<file path="config.mk">
export PLATFORM = sky130hd
export DESIGN_NAME = channel_server_lookup_table
export DESIGN_NICKNAME = d
export VERILOG_FILES = /design/src/rtl/cslt_pkg.sv /design/src/rtl/cslt_ram.sv /design/src/rtl/cslt_dp.sv /design/src/rtl/cslt_ctrl.sv /design/src/rtl/channel_server_lookup_table.sv
export VERILOG_INCLUDE_DIRS = /design/src /design/src/rtl
export SDC_FILE = /design/constraint.sdc
export NUM_CORES = 1
export LEC_CHECK = 0
export ABC_AREA = 1
export BUFFER_PORTS_ARGS = -buffer_cell sky130_fd_sc_hd__buf_2
export CORE_ASPECT_RATIO = 0.75
export CORE_MARGIN = 2
export CORE_UTILIZATION = 35
export CTS_BUF_LIST = sky130_fd_sc_hd__clkbuf_8
export DETAILED_ROUTE_END_ITERATION = 8
export PLACE_DENSITY = 0.56
export REMOVE_ABC_BUFFERS = 1
export SLEW_MARGIN = 20
export SYNTH_ARGS = -nofsm -noshare
export SYNTH_HDL_FRONTEND = slang
export SYNTH_SLANG_ARGS = --single-unit
export TNS_END_PERCENT = 5
</file>
<file path="constraint.sdc">
create_clock -name clk_i -period 16.25 [get_ports clk_i]
set_input_delay 3.25 -clock clk_i [delete_from_list [all_inputs] [get_ports clk_i]]
set_output_delay 3.25 -clock clk_i [all_outputs]
set_load 0.02 [all_outputs]
</file>
<file path="src/rtl/channel_server_lookup_table_assert.svh">
// Assertion macros shared by the channel server lookup table modules.
// Define ASSERT_OFF to compile every assertion to nothing.
`ifndef CHANNEL_SERVER_LOOKUP_TABLE_ASSERT_SVH
`define CHANNEL_SERVER_LOOKUP_TABLE_ASSERT_SVH

`ifndef ASSERT_OFF
`define CSLT_ASSERT(label, clk, rst_n, prop, msg) \
  label: assert property (@(posedge clk) disable iff (!rst_n) prop) else $error(msg);
`define CSLT_ASSERT_NEVER(label, clk, rst_n, cond, msg) \
  label: assert property (@(posedge clk) disable iff (!rst_n) !(cond)) else $error(msg);
`else
`define CSLT_ASSERT(label, clk, rst_n, prop, msg)
`define CSLT_ASSERT_NEVER(label, clk, rst_n, cond, msg)
`endif

`endif

</file>
<file path="src/rtl/cslt_pkg.sv">
// Types, codes and constants of the channel server lookup table.
// Used by every module of the block but cslt_ram; depends on nothing.
package cslt_pkg;

  localparam int unsigned TABLE_DEPTH_DEF = 8;

  localparam int unsigned ADDR_W   = 32;
  localparam int unsigned PORT_W   = 16;
  localparam int unsigned TIME_W   = 32;
  localparam int unsigned S_TDATA_W = 112;
  localparam int unsigned M_TDATA_W = 40;
  localparam int unsigned CFG_IDX_W = 2;

  typedef enum logic [1:0] {
    MODE_LOOKUP = 2'd0,
    MODE_EXPIRY = 2'd1,
    MODE_SERVER = 2'd2,
    MODE_NONE   = 2'd3
  } mode_e;

  typedef enum logic [1:0] {
    STATUS_OK        = 2'd0,
    STATUS_NO_SERVER = 2'd1,
    STATUS_FULL      = 2'd2
  } status_e;

  typedef enum logic [1:0] {
    CFG_FALLBACK  = 2'd0,
    CFG_OVR_EN    = 2'd1,
    CFG_OVR_ADDR  = 2'd2
  } cfg_reg_e;

  typedef struct packed {
    logic [TIME_W-1:0] expiry;
    logic [ADDR_W-1:0] server;
    logic [PORT_W-1:0] port;
    logic [ADDR_W-1:0] group;
  } entry_t;

  localparam int unsigned ENTRY_W = $bits(entry_t);

  typedef struct packed {
    logic load;
    logic fetch;
    logic check;
    logic next;
    logic commit;
  } ctrl_cmd_t;

  typedef struct packed {
    logic need_scan;
    logic count_zero;
    logic match;
    logic last;
    logic out_free;
  } dp_status_t;

endpackage

</file>
<file path="src/rtl/cslt_ram.sv">
// Generic single-port-write, single-port-read RAM with registered read data.
// Stand-alone; holds the table entries of the lookup table.
module cslt_ram #(
  parameter int unsigned WIDTH = 8,
  parameter int unsigned DEPTH = 8,
  localparam int unsigned AW = (DEPTH > 1) ? $clog2(DEPTH) : 1
) (
  input  logic             clk_i,
  input  logic             we_i,
  input  logic [AW-1:0]    waddr_i,
  input  logic [WIDTH-1:0] wdata_i,
  input  logic             re_i,
  input  logic [AW-1:0]    raddr_i,
  output logic [WIDTH-1:0] rdata_o
);

  logic [WIDTH-1:0] mem_q [DEPTH];
  logic [WIDTH-1:0] rdata_q;

  always_ff @(posedge clk_i) begin
    if (we_i) begin
      mem_q[waddr_i] <= wdata_i;
    end
    if (re_i) begin
      rdata_q <= mem_q[raddr_i];
    end
  end

  assign rdata_o = rdata_q;

endmodule

</file>
<file path="src/rtl/cslt_dp.sv">
// Datapath: item and configuration registers, entry RAM, key compare and result register.
// Depends on cslt_pkg, cslt_ram and the assertion macro header.
`include "channel_server_lookup_table_assert.svh"
module cslt_dp #(
  parameter int unsigned TABLE_DEPTH = cslt_pkg::TABLE_DEPTH_DEF
) (
  input  logic                            clk_i,
  input  logic                            rst_ni,
  input  cslt_pkg::ctrl_cmd_t             cmd_i,
  output cslt_pkg::dp_status_t            status_o,
  input  logic [1:0]                      s_tuser_i,
  input  logic [cslt_pkg::S_TDATA_W-1:0]  s_tdata_i,
  output logic                            m_tvalid_o,
  input  logic                            m_tready_i,
  output logic [cslt_pkg::M_TDATA_W-1:0]  m_tdata_o,
  output logic                            m_tuser_o,
  input  logic                            cfg_we_i,
  input  logic [cslt_pkg::CFG_IDX_W-1:0]  cfg_addr_i,
  input  logic [cslt_pkg::ADDR_W-1:0]     cfg_wdata_i
);

  localparam int unsigned IDX_W = (TABLE_DEPTH > 1) ? $clog2(TABLE_DEPTH) : 1;
  localparam int unsigned CNT_W = $clog2(TABLE_DEPTH + 1);

  cslt_pkg::mode_e             mode_q;
  logic [cslt_pkg::ADDR_W-1:0] group_q;
  logic [cslt_pkg::PORT_W-1:0] port_q;
  logic [cslt_pkg::ADDR_W-1:0] value_q;
  logic [cslt_pkg::TIME_W-1:0] now_q;

  logic [cslt_pkg::ADDR_W-1:0] fallback_q;
  logic                        ovr_en_q;
  logic [cslt_pkg::ADDR_W-1:0] ovr_addr_q;

  logic [CNT_W-1:0] count_q, count_d;
  logic [IDX_W-1:0] idx_q, idx_d;
  logic             hit_q, hit_d;

  logic                         out_valid_q, out_valid_d;
  logic [cslt_pkg::ADDR_W-1:0]  out_addr_q, out_addr_d;
  logic                         out_src_q, out_src_d;
  cslt_pkg::status_e            out_status_q, out_status_d;

  logic                           mem_we;
  logic [IDX_W-1:0]               mem_waddr;
  cslt_pkg::entry_t               mem_wdata;
  logic [cslt_pkg::ENTRY_W-1:0]   mem_rdata;
  cslt_pkg::entry_t               rd_entry;
  logic                           wr_req;
  logic                           count_inc;
  logic                           expired;
  logic                           full;

  // hold the item
  always_ff @(posedge clk_i) begin
    if (cmd_i.load) begin
      mode_q  <= cslt_pkg::mode_e'(s_tuser_i);
      group_q <= s_tdata_i[31:0];
      port_q  <= s_tdata_i[47:32];
      value_q <= s_tdata_i[79:48];
      now_q   <= s_tdata_i[111:80];
    end
  end

  always_ff @(posedge clk_i or negedge rst_ni) begin
    if (!rst_ni) begin
      fallback_q <= '0;
      ovr_en_q   <= 1'b0;
      ovr_addr_q <= '0;
    end else if (cfg_we_i) begin
      if (cfg_addr_i == cslt_pkg::CFG_FALLBACK) begin
        fallback_q <= cfg_wdata_i;
      end
      if (cfg_addr_i == cslt_pkg::CFG_OVR_EN) begin
        ovr_en_q <= cfg_wdata_i[0];
      end
      if (cfg_addr_i == cslt_pkg::CFG_OVR_ADDR) begin
        ovr_addr_q <= cfg_wdata_i;
      end
    end
  end

  cslt_ram #(
    .WIDTH (cslt_pkg::ENTRY_W),
    .DEPTH (TABLE_DEPTH)
  ) u_entries (
    .clk_i   (clk_i),
    .we_i    (mem_we),
    .waddr_i (mem_waddr),
    .wdata_i (mem_wdata),
    .re_i    (cmd_i.fetch),
    .raddr_i (idx_q),
    .rdata_o (mem_rdata)
  );

  assign rd_entry = cslt_pkg::entry_t'(mem_rdata);
  assign full     = (count_q == CNT_W'(TABLE_DEPTH));
  assign expired  = hit_q && (rd_entry.server != '0) && (rd_entry.expiry != '0) &&
                    (rd_entry.expiry <= now_q);

  assign status_o.need_scan  = ((mode_q == cslt_pkg::MODE_LOOKUP) && !ovr_en_q) ||
                               (mode_q == cslt_pkg::MODE_EXPIRY) ||
                               (mode_q == cslt_pkg::MODE_SERVER);
  assign status_o.count_zero = (count_q == '0);
  assign status_o.match      = (rd_entry.group == group_q) && (rd_entry.port == port_q);
  assign status_o.last       = ((CNT_W'(idx_q) + CNT_W'(1)) == count_q);
  assign status_o.out_free   = !out_valid_q || m_tready_i;

  always_comb begin
    wr_req       = 1'b0;
    count_inc    = 1'b0;
    mem_waddr    = idx_q;
    mem_wdata    = rd_entry;
    out_addr_d   = '0;
    out_src_d    = 1'b0;
    out_status_d = cslt_pkg::STATUS_OK;
    unique case (mode_q)
      cslt_pkg::MODE_LOOKUP: begin
        if (ovr_en_q) begin
          out_addr_d = ovr_addr_q;
          if (ovr_addr_q == '0) begin
            out_status_d = cslt_pkg::STATUS_NO_SERVER;
          end
        end else begin
          wr_req           = expired;
          mem_wdata.server = '0;
          if (hit_q && (rd_entry.server != '0) && !expired) begin
            out_addr_d = rd_entry.server;
            out_src_d  = 1'b1;
          end else if (fallback_q != '0) begin
            out_addr_d = fallback_q;
          end else begin
            out_status_d = cslt_pkg::STATUS_NO_SERVER;
          end
        end
      end
      cslt_pkg::MODE_EXPIRY, cslt_pkg::MODE_SERVER: begin
        if (!hit_q) begin
          mem_waddr        = count_q[IDX_W-1:0];
          mem_wdata.group  = group_q;
          mem_wdata.port   = port_q;
          mem_wdata.server = '0;
          mem_wdata.expiry = '0;
        end
        if (mode_q == cslt_pkg::MODE_EXPIRY) begin
          mem_wdata.expiry = value_q;
        end else begin
          mem_wdata.server = value_q;
        end
        if (hit_q) begin
          wr_req = 1'b1;
        end else if (full) begin
          out_status_d = cslt_pkg::STATUS_FULL;
        end else begin
          wr_req    = 1'b1;
          count_inc = 1'b1;
        end
      end
      cslt_pkg::MODE_NONE: begin
      end
      default: begin
      end
    endcase
  end

  assign mem_we = cmd_i.commit && wr_req;

  always_comb begin
    count_d     = count_q;
    idx_d       = idx_q;
    hit_d       = hit_q;
    out_valid_d = out_valid_q;
    if (cmd_i.commit && count_inc) begin
      count_d = count_q + CNT_W'(1);
    end
    if (cmd_i.load) begin
      idx_d = '0;
      hit_d = 1'b0;
    end else if (cmd_i.next) begin
      idx_d = idx_q + IDX_W'(1);
    end
    if (cmd_i.check && status_o.match) begin
      hit_d = 1'b1;
    end
    if (cmd_i.commit) begin
      out_valid_d = 1'b1;
    end else if (m_tready_i) begin
      out_valid_d = 1'b0;
    end
  end

  always_ff @(posedge clk_i or negedge rst_ni) begin
    if (!rst_ni) begin
      count_q     <= '0;
      idx_q       <= '0;
      hit_q       <= 1'b0;
      out_valid_q <= 1'b0;
    end else begin
      count_q     <= count_d;
      idx_q       <= idx_d;
      hit_q       <= hit_d;
      out_valid_q <= out_valid_d;
    end
  end

  always_ff @(posedge clk_i) begin
    if (cmd_i.commit) begin
      out_addr_q   <= out_addr_d;
      out_src_q    <= out_src_d;
      out_status_q <= out_status_d;
    end
  end

  assign m_tvalid_o = out_valid_q;
  assign m_tdata_o  = {6'b0, out_status_q, out_addr_q};
  assign m_tuser_o  = out_src_q;

  `CSLT_ASSERT_NEVER(a_count_range, clk_i, rst_ni, count_q > CNT_W'(TABLE_DEPTH),
                     "fill count beyond table depth")
  `CSLT_ASSERT(a_count_on_commit, clk_i, rst_ni, !cmd_i.commit |=> $stable(count_q),
               "fill count moved without a commit")
  `CSLT_ASSERT(a_commit_free, clk_i, rst_ni, cmd_i.commit |-> status_o.out_free,
               "result overwritten before it was taken")
  `CSLT_ASSERT_NEVER(a_full_insert, clk_i, rst_ni, mem_we && count_inc && full,
                     "insert into a full table")

endmodule

</file>
<file path="src/rtl/cslt_ctrl.sv">
// Controller state machine: sequences item capture, key scan and commit.
// Depends on cslt_pkg and the assertion macro header.
`include "channel_server_lookup_table_assert.svh"
module cslt_ctrl (
  input  logic                 clk_i,
  input  logic                 rst_ni,
  input  logic                 in_valid_i,
  output logic                 in_ready_o,
  input  cslt_pkg::dp_status_t status_i,
  output cslt_pkg::ctrl_cmd_t  cmd_o
);

  typedef enum logic [4:0] {
    S_IDLE   = 5'b00001,
    S_DECODE = 5'b00010,
    S_FETCH  = 5'b00100,
    S_CHECK  = 5'b01000,
    S_UPDATE = 5'b10000
  } ctrl_state_e;

  ctrl_state_e state_q, state_d;

  always_comb begin
    state_d = state_q;
    cmd_o   = '0;
    unique case (state_q)
      S_IDLE: begin
        if (in_valid_i) begin
          cmd_o.load = 1'b1;
          state_d    = S_DECODE;
        end
      end
      S_DECODE: begin
        if (status_i.need_scan && !status_i.count_zero) begin
          state_d = S_FETCH;
        end else begin
          state_d = S_UPDATE;
        end
      end
      S_FETCH: begin
        cmd_o.fetch = 1'b1;
        state_d     = S_CHECK;
      end
      S_CHECK: begin
        cmd_o.check = 1'b1;
        priority if (status_i.match || status_i.last) begin
          state_d = S_UPDATE;
        end else begin
          cmd_o.next = 1'b1;
          state_d    = S_FETCH;
        end
      end
      S_UPDATE: begin
        if (status_i.out_free) begin
          cmd_o.commit = 1'b1;
          state_d      = S_IDLE;
        end
      end
      default: begin
        state_d = S_IDLE;
      end
    endcase
  end

  always_ff @(posedge clk_i or negedge rst_ni) begin
    if (!rst_ni) begin
      state_q <= S_IDLE;
    end else begin
      state_q <= state_d;
    end
  end

  assign in_ready_o = (state_q == S_IDLE);

  `CSLT_ASSERT(a_accept_decode, clk_i, rst_ni, (in_valid_i && in_ready_o) |=> state_q == S_DECODE,
               "accepted item not decoded")
  `CSLT_ASSERT(a_fetch_check, clk_i, rst_ni, cmd_o.fetch |=> cmd_o.check,
               "entry read not followed by compare")
  `CSLT_ASSERT(a_state_onehot, clk_i, rst_ni, $onehot(state_q),
               "controller state not one-hot")

endmodule

</file>
<file path="src/rtl/channel_server_lookup_table.sv">
// Top level of the channel server lookup table: controller plus datapath.
// Depends on cslt_pkg, cslt_ctrl, cslt_dp and cslt_ram.
//
// Channel  Direction  tdata (low bit up)                          tuser
// s_axis   in         group_addr, group_port, value, now_ms      mode
// m_axis   out        server_addr, status, zero pad               source
// cfg      in         index 0 fallback, 1 override enable, 2 override address
//
// An item holds the input, acceptance to next acceptance, through the idle, decode and update
// states when no scan is needed (override lookup, unused mode, empty table), plus a fetch and
// a check state per entry when the key search reads k entries of the entry RAM, one read and
// one compare each, up to the fill count. The commit loads the result; the next item can follow
// in the cycle after. A stalled output holds the commit; reset empties the table at once.
module channel_server_lookup_table #(
  parameter int unsigned TABLE_DEPTH = cslt_pkg::TABLE_DEPTH_DEF
) (
  input  logic                            clk_i,
  input  logic                            rst_ni,
  input  logic                            s_axis_tvalid,
  output logic                            s_axis_tready,
  input  logic [cslt_pkg::S_TDATA_W-1:0]  s_axis_tdata,  // group_addr, group_port, value, now_ms
  input  logic [1:0]                      s_axis_tuser,  // mode
  output logic                            m_axis_tvalid,
  input  logic                            m_axis_tready,
  output logic [cslt_pkg::M_TDATA_W-1:0]  m_axis_tdata,  // server_addr, status, zero pad
  output logic                            m_axis_tuser,  // source
  input  logic                            cfg_we_i,
  input  logic [cslt_pkg::CFG_IDX_W-1:0]  cfg_addr_i,
  input  logic [cslt_pkg::ADDR_W-1:0]     cfg_wdata_i
);

  cslt_pkg::ctrl_cmd_t  cmd;
  cslt_pkg::dp_status_t dp_status;

  cslt_ctrl u_ctrl (
    .clk_i      (clk_i),
    .rst_ni     (rst_ni),
    .in_valid_i (s_axis_tvalid),
    .in_ready_o (s_axis_tready),
    .status_i   (dp_status),
    .cmd_o      (cmd)
  );

  cslt_dp #(
    .TABLE_DEPTH (TABLE_DEPTH)
  ) u_dp (
    .clk_i       (clk_i),
    .rst_ni      (rst_ni),
    .cmd_i       (cmd),
    .status_o    (dp_status),
    .s_tuser_i   (s_axis_tuser),
    .s_tdata_i   (s_axis_tdata),
    .m_tvalid_o  (m_axis_tvalid),
    .m_tready_i  (m_axis_tready),
    .m_tdata_o   (m_axis_tdata),
    .m_tuser_o   (m_axis_tuser),
    .cfg_we_i    (cfg_we_i),
    .cfg_addr_i  (cfg_addr_i),
    .cfg_wdata_i (cfg_wdata_i)
  );

endmodule

</file>
* Word-level counts from Yosys, hierarchy flattened
Memories as Yosys holds them, arrays and structs flattened. A register that Yosys moved wholly into a read port is not among the register bits.
Cells that the tools add are included.
** Cells by class
- $add $sub $neg :: 3
- Order comparisons :: 1
- Eq/ne operators :: 15
- Multiplexer cells :: 46
- Bitwise gates (word level) :: 1
- Reductions and logical operators :: 34
** Operators by type and width (number)
- $mux W32 :: 7
- $mux W112 :: 1
- $reduce_bool A32 Y1 :: 3
- $pmux W32 S2 :: 1
- $mux W48 :: 1
- $eq A32 B32 Y1 :: 1
- $le A32 B32 Y1 :: 1
- $logic_not A32 Y1 :: 1
- $pmux W5 S5 :: 1
- $mux W1 :: 21
- $mux W5 :: 4
- $eq A16 B16 Y1 :: 1
- $mux W3 :: 4
- $logic_and A1 B1 Y1 :: 10
- $mux W2 :: 4
- $reduce_and A2 Y1 :: 4
- $reduce_bool A2 Y1 :: 3
- $eq A5 B1 Y1 const B :: 1
- $eq A5 B2 Y1 const B :: 1
- $eq A5 B3 Y1 const B :: 1
- $eq A5 B4 Y1 const B :: 1
- $eq A5 B5 Y1 const B :: 1
- $add A3 B1 Y4 const B :: 1
- $add A4 B1 Y4 const B :: 1
- other kinds (14) :: 25
** Word-level totals
- Register bits after elaboration :: 228
- Bits in writable memories :: 896
- Bits of input ports :: 153
- Output and inout port bits :: 43
- Word-level logic and storage cells :: 117
- Memories kept :: 1
** Memories
- u_dp.u_entries.mem_q :: depth 8, width 112, rd ports 1, clocked after memory_dff 1, wr ports 1, line cslt_ram.sv:17 : logic [WIDTH-1:0] mem_q [DEPTH];

* Longest topological paths before layout
Gate-level depths: netlist (run 1).
- Word-level depth :: 9
- Gate-level depth with buffers :: 20
- Gate-level depth less buffers :: 20

* Hierarchy
Synthesis (run 1) repeated with hierarchy kept, for this count alone.
** Second synthesis, totals
- Cells, all modules :: 5431
- Area, all modules :: 54730.0 um^2
** Modules (own cells, without submodules)
- cslt_ram :: times used 1, cells each 4001, area each 42463.2 um^2, sequential area each 30269.0 um^2
- cslt_dp :: times used 1, cells each 1381, area each 11933.9 um^2, sequential area each 6326.1 um^2
- cslt_ctrl :: times used 1, cells each 49, area each 332.8 um^2, sequential area each 126.4 um^2

* Least setup slack after synthesis (run 1)
No wires, ideal clock.
- Kind :: register -> register
- Start :: reg u_ctrl.state_q[3]
- End :: reg u_dp.u_entries.rdata_q[0] (netlist: u_dp.u_entries.rdata_o[0]) (read register of u_dp.u_entries.mem_q) (enable)
- Setup time :: 0.858 ns
- Arrival :: 11.155 ns
- Required time :: 15.392 ns
- Setup slack :: 4.237 ns
- Stages on the path, launching flop included :: 2
- Path buffers :: 0
- Clock period less this slack :: 12.013 ns
- Path through :: dfrtp_1 nor4_1
** On the way
- Word-level cells in the longest chain between the ends :: 2
** Ends and longest elaborated chain
- start, declared :: line cslt_ctrl.sv:21 : ctrl_state_e state_q, state_d;
- start signal, assigned :: line cslt_ctrl.sv:69 : state_q <= state_d;
- $eq A5 B3 Y1 :: line cslt_ctrl.sv:26 : unique case (state_q)
- $mux W1 :: line cslt_ctrl.sv:26
- end, declared :: line cslt_ram.sv:18 : logic [WIDTH-1:0] rdata_q;
No other way between the ends.
A chain may end at the register's enable or synchronous reset.

* Worst setup path after layout (run 1)
- Start :: in m_axis_tready
- End :: mem u_dp.u_entries.mem_q[3][17] (netlist bit) (enable)
** On the way
- Word-level cells in the longest chain between the ends :: 6
** Ends and longest elaborated chain
- start, declared :: line channel_server_lookup_table.sv:24 : input logic m_axis_tready,
- $logic_or A1 B1 Y1 :: line cslt_dp.sv:107 : assign status_o.out_free = !out_valid_q || m_tready_i;
- $mux W1 :: line cslt_ctrl.sv:54 : if (status_i.out_free) begin
- $mux W1 :: line cslt_ctrl.sv:26
- $logic_and A1 B1 Y1 :: line cslt_dp.sv:166 : assign mem_we = cmd_i.commit && wr_req;
- $mux W1 :: line cslt_ram.sv:21 : if (we_i) begin
- $mux W1 (implied by the code) :: line cslt_ram.sv:22 : mem_q[waddr_i] <= wdata_i;
- end, declared :: line cslt_ram.sv:17
No other way between the ends.

==> results of run 1 <==
cell type report:
| type | instances | share of cell area, % |
|---|---|---|
| flip-flops and latches | 1236 | 65.4 |
| multi-input cells | 2378 | 20.3 |
| clock buffers | 196 | 4.80 |
| well taps | 1875 | 4.18 |
| repair buffers | 238 | 2.41 |
| inverters | 225 | 1.55 |
| clock inverters | 150 | 1.35 |
| diodes | 3 | 0.0134 |
kinds of logic after synthesis:
group	after synthesis	share of synthesized area, %
AOI/OAI and AO/OA	877	9.54
xor gates and xnor gates	47	0.825
adders and majority gates	39	0.978
buffers and inverters	464	3.79
DFF	1236	73.6
other	1	0.00752
and+or+nand+nor	1409	11.3
power groups by stage:
stage,clock network [mW],logic (mW),registers (mW)
floorplan,0,0.610,4.07
global placement,0,1.05,4.07
detailed placement,0,1.06,4.07
CTS,2.46,1.07,4.01
global route,2.60,1.19,4.02
finish,2.40,1.06,4.00
synthesized netlist by cell type, types with 4 or more instances:
library cell and count:
nand4_1 26, buf_1 27, o21ai_0 574, xnor2_1 6, nand3_1 95, or2_2 4, nor2_1 842, dfrtp_1 78
nor3_1 12, buf_4 18, buf_2 47, nand2_1 397, xor2_1 41, edfxtp_1 1157, ha_1 39, o21ai_1 4
clkbuf_1 144, inv_2 7, a31oi_1 112, inv_1 216, a21oi_1 17, nor4_1 22, o22ai_1 161
critical path, stage by stage:
cell and delay (ns):
buf_2 0.08, nor2_1 0.13, nor3_1 0.29, nand3b_1 0.35, nor2_4 0.62, buf_4 0.80
buf_4 0.93
how the worst min path moves through the flow:
stage	startpoint	to	slack (ns)
final	u_dp.ovr_addr_q[31]$_DFFE_PN0P_	u_dp.ovr_addr_q[31]$_DFFE_PN0P_	0.51
after global routing	u_dp.ovr_addr_q[0]$_DFFE_PN0P_	u_dp.ovr_addr_q[0]$_DFFE_PN0P_	0.54
after CTS	u_dp.ovr_addr_q[30]$_DFFE_PN0P_	u_dp.ovr_addr_q[30]$_DFFE_PN0P_	0.51
after global placement	u_dp.ovr_addr_q[8]$_DFFE_PN0P_	u_dp.ovr_addr_q[8]$_DFFE_PN0P_	0.49
after detailed placement	u_dp.ovr_addr_q[30]$_DFFE_PN0P_	u_dp.ovr_addr_q[30]$_DFFE_PN0P_	0.50
after floorplan	u_dp.ovr_addr_q[1]$_DFFE_PN0P_	u_dp.ovr_addr_q[1]$_DFFE_PN0P_	0.47
per-stage QoR:
step | total power [mW] | util (%) | area, µm² | cells
floorplan | 4.68 | - | 48900 | 3839
detailed placement | 5.13 | 37.3 | 52700 | 5951
global placement | 5.12 | 37.3 | 52700 | 5951
CTS | 7.53 | 39.8 | 56100 | 6297
finish | 7.47 | 39.8 | 56200 | 6301
global route | 7.80 | 39.8 | 56200 | 6301
routing by layer:
layer	track usage [%]	up-vias	share of wire, %
met5	0	-	0.066
met4	5.25	16	1.9
met3	3.79	188	6.3
met2	28.3	952	46
met1	26.0	15800	46
li1	-	14900	-
layout by cell type, fill, tap and decap left out, types with 4 or more instances in the layout:
master	count
a21oi_1	17
a31oi_1	112
buf_2	188
buf_4	47
clkbuf_8	196
clkinv_1	46
clkinv_2	16
conb_1	6
dfrtp_1	76
edfxtp_1	1157
ha_1	39
inv_1	287
inv_12	6
inv_2	7
inv_6	5
nand2_1	394
nand2_4	4
nand3_1	95
nand4_1	26
nor2_1	832
nor2_4	13
nor3_1	12
nor4_1	21
o21ai_0	569
o21ai_1	9
o22ai_1	161
or2_2	4
xnor2_1	6
xor2_1	41
registers in the layout, summed over array words and instances, names as in the netlist, 5 cells and up:
signal	count
u_ctrl.state_q	5
u_dp.fallback_q	32
u_dp.group_q	32
u_dp.now_q	32
u_dp.out_addr_q	32
u_dp.ovr_addr_q	32
u_dp.port_q	16
u_dp.u_entries.mem_q	896
u_dp.u_entries.rdata_o	112
u_dp.value_q	32
==> results.toml, run 1 <==
[pwr]
combPwrFrac_pct = 14.2
power_frac_clock_pct = 32.2
power.leakage_nw = 20.4
p_seq_share_pct = 53.6
ir_drop_v = 0.0000851
internal_power_mw = 5.29
p_sw_mw = 2.18
power_density_nw_per_um2 = 133
swShare_pct = 29.2

[synthesis]
netlist.area_leader.share_pct = 69.6
synth.yosys.seq_area_share_pct = 73.6
synth_area_per_cell_um2 = 12.2
ys_types = 40
synth_largest_area_cell = "edfxtp_1"
yosysWarnings = 0
async_reset_ff_share_pct = 6.39
syn_area_um2 = 49900
synth_edf_count = 1157
syn_inst = 4073
ys_seq_elements = 1236
ys.flop_type = "edfxtp_1"
synth.area.top_cells = "edfxtp_1 (70%), nor2_1 (6.3%), o21ai_0 (5.8%)"

[sta]
hold_slack_ns = 0.511
drv_slew = 0
finalClockSkew_ns = 0.0474
finalHoldViolations = 0
fin_crit_sh_pct = 37.1
finalSetupViolCount = 0
worst_pin_slew_ns = 1.16
rsz0062_at_grt = "false"
period_minus_slack_ns = 6.03
setup_tns_ns = 0
timing.fmax_mhz = 166
fin_ws_ns = 10.22
slew_headroom_pct = 21.6

[worst_setup_path]
crit_fanout = 54
required_ns = 16.77
regToRegSetupSlack_ns = 10.73
worstRegToRegCells = 13
crit_end = "u_dp.u_entries.mem_q[3][17]$_DFFE_PP_"
path_class = "in -> reg"
regToRegEndpoint = "u_dp.u_entries.mem_q[3][17]$_DFFE_PP_"
r2r-start = "u_dp.u_entries.rdata_o[111]$_DFFE_PN_"
cp-start-kind = "input pin"
critPathArrivalTime_ns = 6.55
crit_path_start = "m_axis_tready"
worstSetupEndpointType = "flip-flop"

[final_layout]
num-fill-cells = 13200
syn_to_final_growth_pct = 12.6
layout-drive-gt1-share_pct = 11.5
multi_input_area_um2 = 11400
nets = 4466
seq_area_um2 = 36700

[place]
port_buffers = 189
pre_cts_ws_ns = 9.29
gp_congestion = 0.794
dp_hpwl_mm = 75.8

[hold_path]
min_path_type = "reg -> reg"
whs_path_depth = 2

[global_routing]
antenna_found_initial = 11
grt_use_total_pct = 18.2
overflow = 0
grt_pass1_vias = 30600
grt_start_max_net_pins = 199
grt_pass1_wl_mm = 199

[drt]
drtPass1Iterations = 6
wl_per_cell_um = 21.3
final_antenna_net_count = 0
drc = 0
drtIter0Drc = 3386
via_per_inst = 5.07
drt-total-wl_mm = 134
num_vias = 31900

[cts]
root_buffer = "clkbuf_8"
post_cts_buffers = 0
postCtsResizedCells = 0
cts_buffer_depth = 3
clk_pin_slew_ns = 0.06
cts_hold_buf = 0
numCtsBuffers = 195
cts_max_level = 4
tritoncts = "built"
clkSinkCount = 1236
insertion_delay_ns = 0.93

[floorplanning]
rows = 119
die_y_um = 331
initial_core_util_pct = 35.4
core_area_um2 = 141000
die-area_um2 = 146000
die_w_um = 440
ios = 196

[status]
status = "finished clean"

[job]
cap_violations = 0
Note: power is estimated with default switching activity, not from simulation.
==> run 2, diff against run 1 <==
Clock period 16.25 ns to 6.1 ns, I/O delays scaled along.
==> run 2 against run 1 <==
Utilization grew 0.17 points; largest cell class unchanged; wire length fell by 1.5%; non-clock buffer count is 6 lower.
==> results.toml, run 2 (same netlist as run 1, synthesis figures left out) <==
[hold_path]
min_path_type = "in -> async"

[cts]
postCtsResizedCells = 0
clkSinkCount = 1236
cts_buffer_depth = 3
post_cts_buffers = 0
root_buffer = "clkbuf_8"
cts_max_level = 4
clk_pin_slew_ns = 0.06
numCtsBuffers = 198
insertion_delay_ns = 0.91
cts_hold_buf = 0
tritoncts = "built"

[worst_setup_path]
regToRegEndpoint = "u_dp.u_entries.mem_q[6][11]$_DFFE_PP_"
worstRegToRegCells = 12
cp_common_cell = "nand2_1"
regToRegSetupSlack_ns = 1.87
crit_fanout = 21
path_class = "reg -> reg"
cp-start-kind = "flip-flop"
critPathArrivalTime_ns = 4.78
required_ns = 6.65
worstSetupEndpointType = "flip-flop"
cp_cell_sequence = "ha_1 -> nand2_1 -> nor2_1 -> nand2_1 -> nor2_1 -> nand2_1 -> nand2_1 -> nand3_1 -> nand2_1 -> nand3_1 -> nor2_4 -> buf_4"
crit_slowest_cell = "nor2_4"
crit_path_start = "u_dp.u_entries.rdata_o[111]$_DFFE_PN_"
max_stage_delay_ns = 0.81
r2r-start = "u_dp.u_entries.rdata_o[111]$_DFFE_PN_"

[pwr]
swShare_pct = 28.8
internal_power_mw = 14.2
ir_drop_v = 0.000224
power_frac_clock_pct = 32.5
p_sw_mw = 5.75
power_density_nw_per_um2 = 354
p_seq_share_pct = 53.3
fin_total_pwr_mw = 20.0
combPwrFrac_pct = 14.2
power.leakage_nw = 20.5

[sta]
rsz0062_at_grt = "false"
period_minus_slack_ns = 4.23
timing.fmax_mhz = 236
hold_slack_ns = 0.310
slew_headroom_pct = 20.8
finalHoldViolations = 0
finalClockSkew_ns = 0.0428
worst_pin_slew_ns = 1.17
finalSetupViolCount = 0
fin_ws_ns = 1.87
setup_tns_ns = 0
drv_slew = 0
fin_crit_sh_pct = 69.4

[floorplanning]
die-area_um2 = 146000
die_w_um = 440
die_y_um = 331
initial_core_util_pct = 35.4
core_area_um2 = 141000
rows = 119
ios = 196

[drt]
final_antenna_net_count = 0
drtIter0Drc = 3062
wl_per_cell_um = 20.9
via_per_inst = 5.04
num_vias = 31800
drc = 0
drtPass1Iterations = 6
drt-total-wl_mm = 132

[final_layout]
seq_area_um2 = 36700
layout-drive-gt1-share_pct = 11.5
regMostFlops = "u_dp.u_entries.mem_q"
nets = 4463
largest_reg_flops = 896
final_cell_mix = "edfxtp_1 (1157), nor2_1 (832), o21ai_0 (569)"
fin_util_pct = 40.0
syn_to_final_growth_pct = 13.1
multi_input_area_um2 = 11400
num-fill-cells = 13400
final_common_cell = "edfxtp_1"

[place]
port_buffers = 189
pre_cts_ws_ns = 1.95
gp_congestion = 0.816
dp_hpwl_mm = 73.4

[global_routing]
antenna_found_initial = 16
grt_pass1_wl_mm = 195
grt_pass1_vias = 30200
grt_start_max_net_pins = 211
overflow = 0
grt_use_total_pct = 17.9

[job]
cap_violations = 0

[status]
status = "finished clean"
run 2: cell count changes in the layout (fill, tap and decap cells not counted), moves of 2 or more:
cell,previous run,this run
buf_4,47,25
buf_12,3,19
clkinv_1,46,54
clkbuf_8,196,203
clkinv_2,16,22
clkinvlp_4,0,4
inv_12,6,3
clkinv_8,3,1
diode_2,3,5
inv_1,287,285
inv_6,5,3
run 2: power by group through the flow:
stage	clock network, mW	registers [mW]	logic (mW)
detailed placement	0	10.8	2.84
global placement	0	10.8	2.79
finish	6.49	10.6	2.83
CTS	6.66	10.6	2.84
global route	7.00	10.7	3.15
floorplan	0	10.9	1.62
run 2: critical path: cells and delay by family (launching register included):
family | cells | cell delay (ns)
buffers and inverters | 1 | 0.45
flip-flops | 1 | 0.42
adder cells (fa/ha/maj) | 1 | 0.33
AND/OR/NAND/NOR | 10 | 2.65
run 2: worst max-delay path by stage:
stage,depth (start not counted),end
after global placement,12,u_dp.u_entries.mem_q[6][8]$_DFFE_PP_
after floorplan,7,u_dp.idx_q[0]$_DFFE_PN0P_
after detailed placement,12,u_dp.u_entries.mem_q[6][11]$_DFFE_PP_
final,12,u_dp.u_entries.mem_q[6][11]$_DFFE_PP_
after CTS,12,u_dp.u_entries.mem_q[6][11]$_DFFE_PP_
after global routing,12,u_dp.u_entries.mem_q[6][11]$_DFFE_PP_
run 2: per-layer routing:
| metal | vias to the layer above | GRT usage (%) | wire [µm] |
|---|---|---|---|
| met5 | - | 0 | 108 |
| met4 | 18 | 6.06 | 3350 |
| met3 | 208 | 3.75 | 8550 |
| met2 | 1012 | 27.3 | 59600 |
| met1 | 15600 | 25.5 | 60300 |
| li1 | 14900 | - | - |
run 2: area by class of cell:
type | instances | area share, %
Sequential cell | 1236 | 65.1
Multi-Input combinational cell | 2378 | 20.2
Clock buffer | 203 | 4.95
Tap cell | 1875 | 4.16
Timing Repair Buffer | 232 | 2.68
Inverter | 225 | 1.53
Clock inverter | 159 | 1.35
Antenna cell | 5 | 0.0222
run 2: through the flow:
step | instance area (µm²) | instances
after floorplan | 48900 | 3839
after global placement | 52800 | 5945
after detailed placement | 52800 | 5946
after CTS | 56400 | 6308
after global routing | 56400 | 6311
final | 56400 | 6313
